<file path="src/rtl/core/tkut_pkg.sv">
// shared widths, defaults and the result record for the top-k threshold tracker
// no dependencies
package tkut_pkg;

  localparam int TAG_W        = 32;
  localparam int UTIL_W       = 31;
  localparam int CNT_W        = 5;
  localparam int MAX_KEPT_DEF = 16;
  localparam logic [CNT_W-1:0] K_RESET = CNT_W'(16);

  typedef struct packed {
    logic [UTIL_W-1:0] threshold;
    logic [CNT_W-1:0]  held_count;
    logic              kept;
  } result_t;

endpackage

</file>
<file path="src/rtl/core/tkut_kctl.sv">
// k_in_use register, with zero read as one and clamping to the usable store depth
// depends on tkut_pkg
module tkut_kctl #(
  parameter int MAX_KEPT = tkut_pkg::MAX_KEPT_DEF
) (
  input  logic                      clk,
  input  logic                      rst_n,
  input  logic                      wr_en,
  input  logic [tkut_pkg::CNT_W-1:0] wr_data,
  output logic [tkut_pkg::CNT_W-1:0] k_eff
);
  import tkut_pkg::*;

  localparam int KCAP = (MAX_KEPT > (2**CNT_W - 1)) ? (2**CNT_W - 1) : MAX_KEPT;
  localparam logic [CNT_W-1:0] KMAX = CNT_W'(KCAP);

  logic [CNT_W-1:0] k_r;

  always_ff @(posedge clk) begin
    if (!rst_n) begin
      k_r <= K_RESET;
    end else if (wr_en) begin
      k_r <= wr_data;
    end
  end

  always_comb begin
    if (k_r == '0) begin
      k_eff = CNT_W'(1);
    end else if (k_r > KMAX) begin
      k_eff = KMAX;
    end else begin
      k_eff = k_r;
    end
  end

endmodule

</file>
<file path="src/rtl/core/tkut_store.sv">
// sorted candidate store with parallel compare and shift insert
// depends on tkut_pkg
module tkut_store #(
  parameter int MAX_KEPT = tkut_pkg::MAX_KEPT_DEF
) (
  input  logic                       clk,
  input  logic                       rst_n,
  input  logic                       upd,
  input  logic [tkut_pkg::TAG_W-1:0]  cand_tag,
  input  logic [tkut_pkg::UTIL_W-1:0] cand_util,
  input  logic [tkut_pkg::CNT_W-1:0]  k_eff,
  output logic [tkut_pkg::CNT_W-1:0]  held_cur,
  output tkut_pkg::result_t           res
);
  import tkut_pkg::*;

  logic [UTIL_W-1:0] util_r   [MAX_KEPT];
  logic [TAG_W-1:0]  tag_r    [MAX_KEPT];
  logic [UTIL_W-1:0] util_nxt [MAX_KEPT];
  logic [TAG_W-1:0]  tag_nxt  [MAX_KEPT];
  logic [CNT_W-1:0]  held_r;
  logic [CNT_W-1:0]  held_nxt;
  logic [MAX_KEPT:0] le;
  logic              full;
  logic              do_ins;
  logic              do_rep;

  assign full   = held_r >= k_eff;
  assign do_ins = !full;
  assign do_rep = full && (cand_util > util_r[0]);

  genvar j;
  generate
    for (j = 0; j < MAX_KEPT; j++) begin : g_cmp
      assign le[j] = (CNT_W'(j) < held_r) && (j < 2**CNT_W) && (util_r[j] <= cand_util);
    end
  endgenerate
  assign le[MAX_KEPT] = 1'b0;

  generate
    for (j = 0; j < MAX_KEPT; j++) begin : g_upd
      if (j == 0) begin : g_first
        always_comb begin
          if (do_rep) begin
            if (le[1]) begin
              util_nxt[0] = (MAX_KEPT > 1) ? util_r[(MAX_KEPT > 1) ? 1 : 0] : cand_util;
              tag_nxt[0]  = (MAX_KEPT > 1) ? tag_r[(MAX_KEPT > 1) ? 1 : 0] : cand_tag;
            end else begin
              util_nxt[0] = cand_util;
              tag_nxt[0]  = cand_tag;
            end
          end else if (le[0]) begin
            util_nxt[0] = util_r[0];
            tag_nxt[0]  = tag_r[0];
          end else begin
            util_nxt[0] = cand_util;
            tag_nxt[0]  = cand_tag;
          end
        end
      end else begin : g_rest
        always_comb begin
          if (do_rep) begin
            if (le[j+1]) begin
              util_nxt[j] = util_r[(j+1 < MAX_KEPT) ? j+1 : j];
              tag_nxt[j]  = tag_r[(j+1 < MAX_KEPT) ? j+1 : j];
            end else if (le[j]) begin
              util_nxt[j] = cand_util;
              tag_nxt[j]  = cand_tag;
            end else begin
              util_nxt[j] = util_r[j];
              tag_nxt[j]  = tag_r[j];
            end
          end else if (le[j]) begin
            util_nxt[j] = util_r[j];
            tag_nxt[j]  = tag_r[j];
          end else if (le[j-1]) begin
            util_nxt[j] = cand_util;
            tag_nxt[j]  = cand_tag;
          end else begin
            util_nxt[j] = util_r[j-1];
            tag_nxt[j]  = tag_r[j-1];
          end
        end
      end

      always_ff @(posedge clk) begin
        if (upd && (do_ins || do_rep)) begin
          util_r[j] <= util_nxt[j];
          tag_r[j]  <= tag_nxt[j];
        end
      end
    end
  endgenerate

  assign held_nxt = do_ins ? held_r + CNT_W'(1) : held_r;

  always_ff @(posedge clk) begin
    if (!rst_n) begin
      held_r <= '0;
    end else if (upd) begin
      held_r <= held_nxt;
    end
  end

  assign held_cur       = held_r;
  assign res.threshold  = (do_ins || do_rep) ? util_nxt[0] : util_r[0];
  assign res.held_count = held_nxt;
  assign res.kept       = do_ins || do_rep;

endmodule

</file>
<file path="src/rtl/core/top_k_utility_threshold_top.sv">
// top level of the top-k utility threshold tracker: input register, store, result register
// depends on tkut_pkg, tkut_kctl and tkut_store
//
// Each candidate waits in the input register, where it is compared in parallel
// against every held entry and shift-inserted into the sorted store, and the result is
// captured into the result register on the edge that updates the store. One candidate
// is accepted every clock while results are taken; a result held back by out_ready
// stalls the input register and so the input. The user must write k_in_use through
// the cfg port only while no candidate is in flight; the block itself does not enforce it.
// Zero acts as one and values above the store depth act as the depth. The store needs
// no clearing after reset.
module top_k_utility_threshold_top #(
  parameter int MAX_KEPT = tkut_pkg::MAX_KEPT_DEF
) (
  input  logic                       clk,
  input  logic                       rst_n,
  input  logic                       in_valid,
  output logic                       in_ready,
  input  logic [tkut_pkg::TAG_W-1:0]  in_itemset_tag,
  input  logic [tkut_pkg::UTIL_W-1:0] in_utility,
  output logic                       out_valid,
  input  logic                       out_ready,
  output logic [tkut_pkg::UTIL_W-1:0] out_threshold,
  output logic [tkut_pkg::CNT_W-1:0]  out_held_count,
  output logic                       out_kept,
  input  logic                       cfg_valid,
  output logic                       cfg_ready,
  input  logic [tkut_pkg::CNT_W-1:0]  cfg_data
);
  import tkut_pkg::*;

  logic              in_vld_r;
  logic [TAG_W-1:0]  in_tag_r;
  logic [UTIL_W-1:0] in_util_r;
  logic              out_vld_r;
  result_t           out_r;
  result_t           res;
  logic              fire;
  logic [CNT_W-1:0]  k_eff;
  logic [CNT_W-1:0]  held_cur;

  assign fire      = in_vld_r && (!out_vld_r || out_ready);
  assign in_ready  = !in_vld_r || fire;
  assign cfg_ready = 1'b1;

  always_ff @(posedge clk) begin
    if (!rst_n) begin
      in_vld_r <= 1'b0;
    end else if (in_ready) begin
      in_vld_r <= in_valid;
    end
  end

  always_ff @(posedge clk) begin
    if (in_ready && in_valid) begin
      in_tag_r  <= in_itemset_tag;
      in_util_r <= in_utility;
    end
  end

  tkut_kctl #(.MAX_KEPT(MAX_KEPT)) u_kctl (
    .clk     (clk),
    .rst_n   (rst_n),
    .wr_en   (cfg_valid && cfg_ready),
    .wr_data (cfg_data),
    .k_eff   (k_eff)
  );

  tkut_store #(.MAX_KEPT(MAX_KEPT)) u_store (
    .clk       (clk),
    .rst_n     (rst_n),
    .upd       (fire),
    .cand_tag  (in_tag_r),
    .cand_util (in_util_r),
    .k_eff     (k_eff),
    .held_cur  (held_cur),
    .res       (res)
  );

  always_ff @(posedge clk) begin
    if (!rst_n) begin
      out_vld_r <= 1'b0;
    end else if (fire) begin
      out_vld_r <= 1'b1;
    end else if (out_ready) begin
      out_vld_r <= 1'b0;
    end
  end

  always_ff @(posedge clk) begin
    if (fire) begin
      out_r <= res;
    end
  end

  assign out_valid      = out_vld_r;
  assign out_threshold  = out_r.threshold;
  assign out_held_count = out_r.held_count;
  assign out_kept       = out_r.kept;

  // a dropped candidate leaves the count alone
  a_drop_keeps_count: assert property (@(posedge clk) disable iff (!rst_n)
    fire && !res.kept |-> res.held_count == held_cur)
    else $error("count changed on dropped candidate");

  // store never grows past the effective k by an insert
  a_insert_bounded: assert property (@(posedge clk) disable iff (!rst_n)
    fire && res.held_count != held_cur |-> res.held_count <= k_eff)
    else $error("insert beyond k");

  a_held_nonzero: assert property (@(posedge clk) disable iff (!rst_n)
    out_valid |-> out_held_count != '0)
    else $error("result with empty store");

  a_ready_when_out_free: assert property (@(posedge clk) disable iff (!rst_n)
    !out_valid |-> in_ready)
    else $error("input stalled with free result register");

endmodule

</file>
<file path="config.mk">
export PLATFORM = sky130hd
export DESIGN_NAME = top_k_utility_threshold_top
export DESIGN_NICKNAME = d
export VERILOG_FILES = /design/src/rtl/core/tkut_pkg.sv /design/src/rtl/core/tkut_kctl.sv /design/src/rtl/core/tkut_store.sv /design/src/rtl/core/top_k_utility_threshold_top.sv
export SDC_FILE = /design/constraint.sdc
export NUM_CORES = 2
export LEC_CHECK = 0
export ABC_AREA = 1
export BUFFER_PORTS_ARGS = -buffer_cell sky130_fd_sc_hd__buf_2
export CELL_PAD_IN_SITES_DETAIL_PLACEMENT = 1
export CELL_PAD_IN_SITES_GLOBAL_PLACEMENT = 2
export CORE_ASPECT_RATIO = 0.9
export CORE_MARGIN = 3
export CORE_UTILIZATION = 39
export DETAILED_ROUTE_END_ITERATION = 8
export HOLD_SLACK_MARGIN = 0.1
export PLACE_DENSITY = 0.92
export SKIP_CTS_REPAIR_TIMING = 1
export SYNTH_ARGS = -nofsm -noshare
export SYNTH_HDL_FRONTEND = slang
export SYNTH_HIERARCHICAL = 1
export SYNTH_SLANG_ARGS = --single-unit
export TNS_END_PERCENT = 50
</file>
<file path="constraint.sdc">
create_clock -name clk -period 28.4 [get_ports clk]
set_clock_uncertainty 0.2 [all_clocks]
set_input_delay 1.42 -clock clk [delete_from_list [all_inputs] [get_ports clk]]
set_output_delay 1.42 -clock clk [all_outputs]
set_load 0.01 [all_outputs]
</file>
==> metrics.cfg <==
[synth]
yosysWarningCount = 6
syn_area_um2 = 49000
postSynthCellCount = 6586
syn_nets = 7161
avgSynthCellArea_um2 = 7.45

[worst_setup_path]
endpoint = u_store/util_r[1][211]
worstPathCellList = inv_1 -> buf_4 -> ha_1 -> nand2_1 -> nor2_1 -> nand2_1 -> nand2_1 -> nand2_1 -> nand2_1 -> nand2_1 -> nand2_2 -> nand2_1 -> buf_4 -> inv_1 -> buf_4 -> nor2_4 -> buf_4 -> buf_12 -> buf_4
r2r-end = u_store/util_r[1][211]
crit_start = in_util_r[3]
slowest_stage = edfxtp_1
endpoint_kind = flop
rr_startpoint = in_util_r[3]
crit_type = flop to flop
crit_fanout = 123
reg2reg_depth = 19
crit_path_start_kind = flop
rrSetupSlack_ps = 21720
cp.arrival_ps = 6760
critical_path_required_ps = 28480
crit_top_cell = nand2_1
critPathMaxStageDelay_ps = 990

[clocking]
cts_max_path_buffers = 3
cts_sinks = 576
ctsHtreeMaxLevel = 3
cts_tree = built
root_buffer = clkbuf_16
clk_latency_ps = 670
path_clk_slew_ps = 50
cts_inserted_buffers = 75

[power]
leakage_nw = 24.2
power_per_cell_area_nw_per_um2 = 67.1
ir_drop_v = 0.0000504

[min_path]
hold_class = flop to flop

[timing]
worstMarginPinSlew_ps = 1140
whs_ps = 302
setup_tns_ps = 0
fmax_mhz = 150
slew_headroom_pct = 23.6
min_period_over_period_pct = 23.5
rsz0062_at_grt = no
final_max_slew_viol_count = 0
min_period_ps = 6680
finalHoldViolCount = 0
setup_violations = 0

[layout]
fin_util_pct = 42.6
syn_to_final_growth_pct = 7.76
layout.nets = 6998
fin_cells = 8151
drive_gt1_share_pct = 7.23
n_antenna_cell = 0

[floorplanning]
die_h_um = 342
fp-row-count = 122
die_area_um2 = 130000
boundaryPins = 113
die_w_um = 380
start_util_pct = 39.6
core_area_um2 = 124000

[detailed_routing]
drc = 0
ant_nets = 0
drt_iter0_drc = 2591
drt_pre_antenna_iters = 7
vias_per_cell = 5.44
detail_route.wl_per_cell_um = 18.9
totalWireLength_um = 154000
vias = 44378

[placed_design]
dp_hpwl_um = 110000
port-buffer-count = 79
placed_cells = 8020
gpl.final_weighted_congestion = 0.882

[run]
drv_cap = 0

[grt]
track_usage_pct = 23.2
first_global_vias = 46674
gr-total-overflow = 0
grt_pass1_wl_um = 248000
antenna_found_initial = 1
grt_max_degree = 188

[status]
status = completed

==> layout by cell type (no fill, tap or decap), drive strengths merged <==
master       n
nand3     1938
nand2     1840
edfxtp     564
ha         502
or2        390
inv        328
buf        192
a21oi      177
nor2       155
clkbuf     102
nand3b      43
nand4       38
and2        32
o211ai      31
a21o        27
o21ai       22
clkinv      22
nor3        16
nor3b       14
dfxtp       12
o21a         9
and2b        6
bufinv       4
xor2         4
clkinvlp     2
nor4         2
conb         1
nor4b        1
and3         1
o21bai       1
a21boi       1
==> registers in the layout, summed over array words and instances, names as in the netlist <==
name              flops
out_threshold        31
in_vld_r              1
out_held_count        5
out_valid             1
in_util_r            31
u_kctl/k_r            5
u_store/util_r      496
u_store/held_cur      5
out_kept              1
==> routing by layer <==
metal	share of wire [%]	GRT usage, %
met1	47	30.2
met2	48	41.2
met3	2.9	2.58
met4	2.2	5.69
met5	0	0
==> final cells by class <==
cell class | count | area (um^2)
clock buffer | 102 | 2120
inverter | 327 | 1240
clock inverter | 29 | 236
multi-input combinational | 5251 | 28700
tap | 1674 | 2090
sequential | 576 | 17200
timing repair buffer | 192 | 1290
fill | 15365 | 71100
==> critical path, delay by kind of cell, from the launching register on <==
kind / cells / cell delay (ps)
buf+inv: 8 / 3570
simple gates: 10 / 1000
flops: 1 / 990
fa+ha+maj: 1 / 320
==> power by group <==
group | internal, mW | switching, mW
logic | 0.441 | 0.918
registers | 1.15 | 0.0842
clock network | 0.555 | 0.396
==> worst min path at each step <==
| stage | from | slack (ps) | to | cells after the start |
|---|---|---|---|---|
| 2_1_floorplan | in_vld_r | 260 | out_valid | 2 |
| 3_3_place_gp | in_vld_r | 290 | in_vld_r | 2 |
| 3_5_place_dp | in_vld_r | 300 | in_vld_r | 2 |
| 4_1_cts | in_vld_r | 310 | in_vld_r | 2 |
| 5_1_grt | in_vld_r | 330 | in_vld_r | 2 |
| 6_report | in_vld_r | 300 | in_vld_r | 2 |
==> metrics by stage <==
| stage | cell area (um^2) | worst slack, ps | total power, mW |
|---|---|---|---|
| after floorplan | 49000 | 3070 | 2.27 |
| after global placement | 50500 | 21750 | 2.53 |
| after detailed placement | 50500 | 21690 | 2.60 |
| after CTS | 52800 | 21640 | 3.57 |
| after global routing | 52800 | 21310 | 3.81 |
| final | 52800 | 21720 | 3.55 |
No activity file was read; power rests on OpenSTA's default activity.
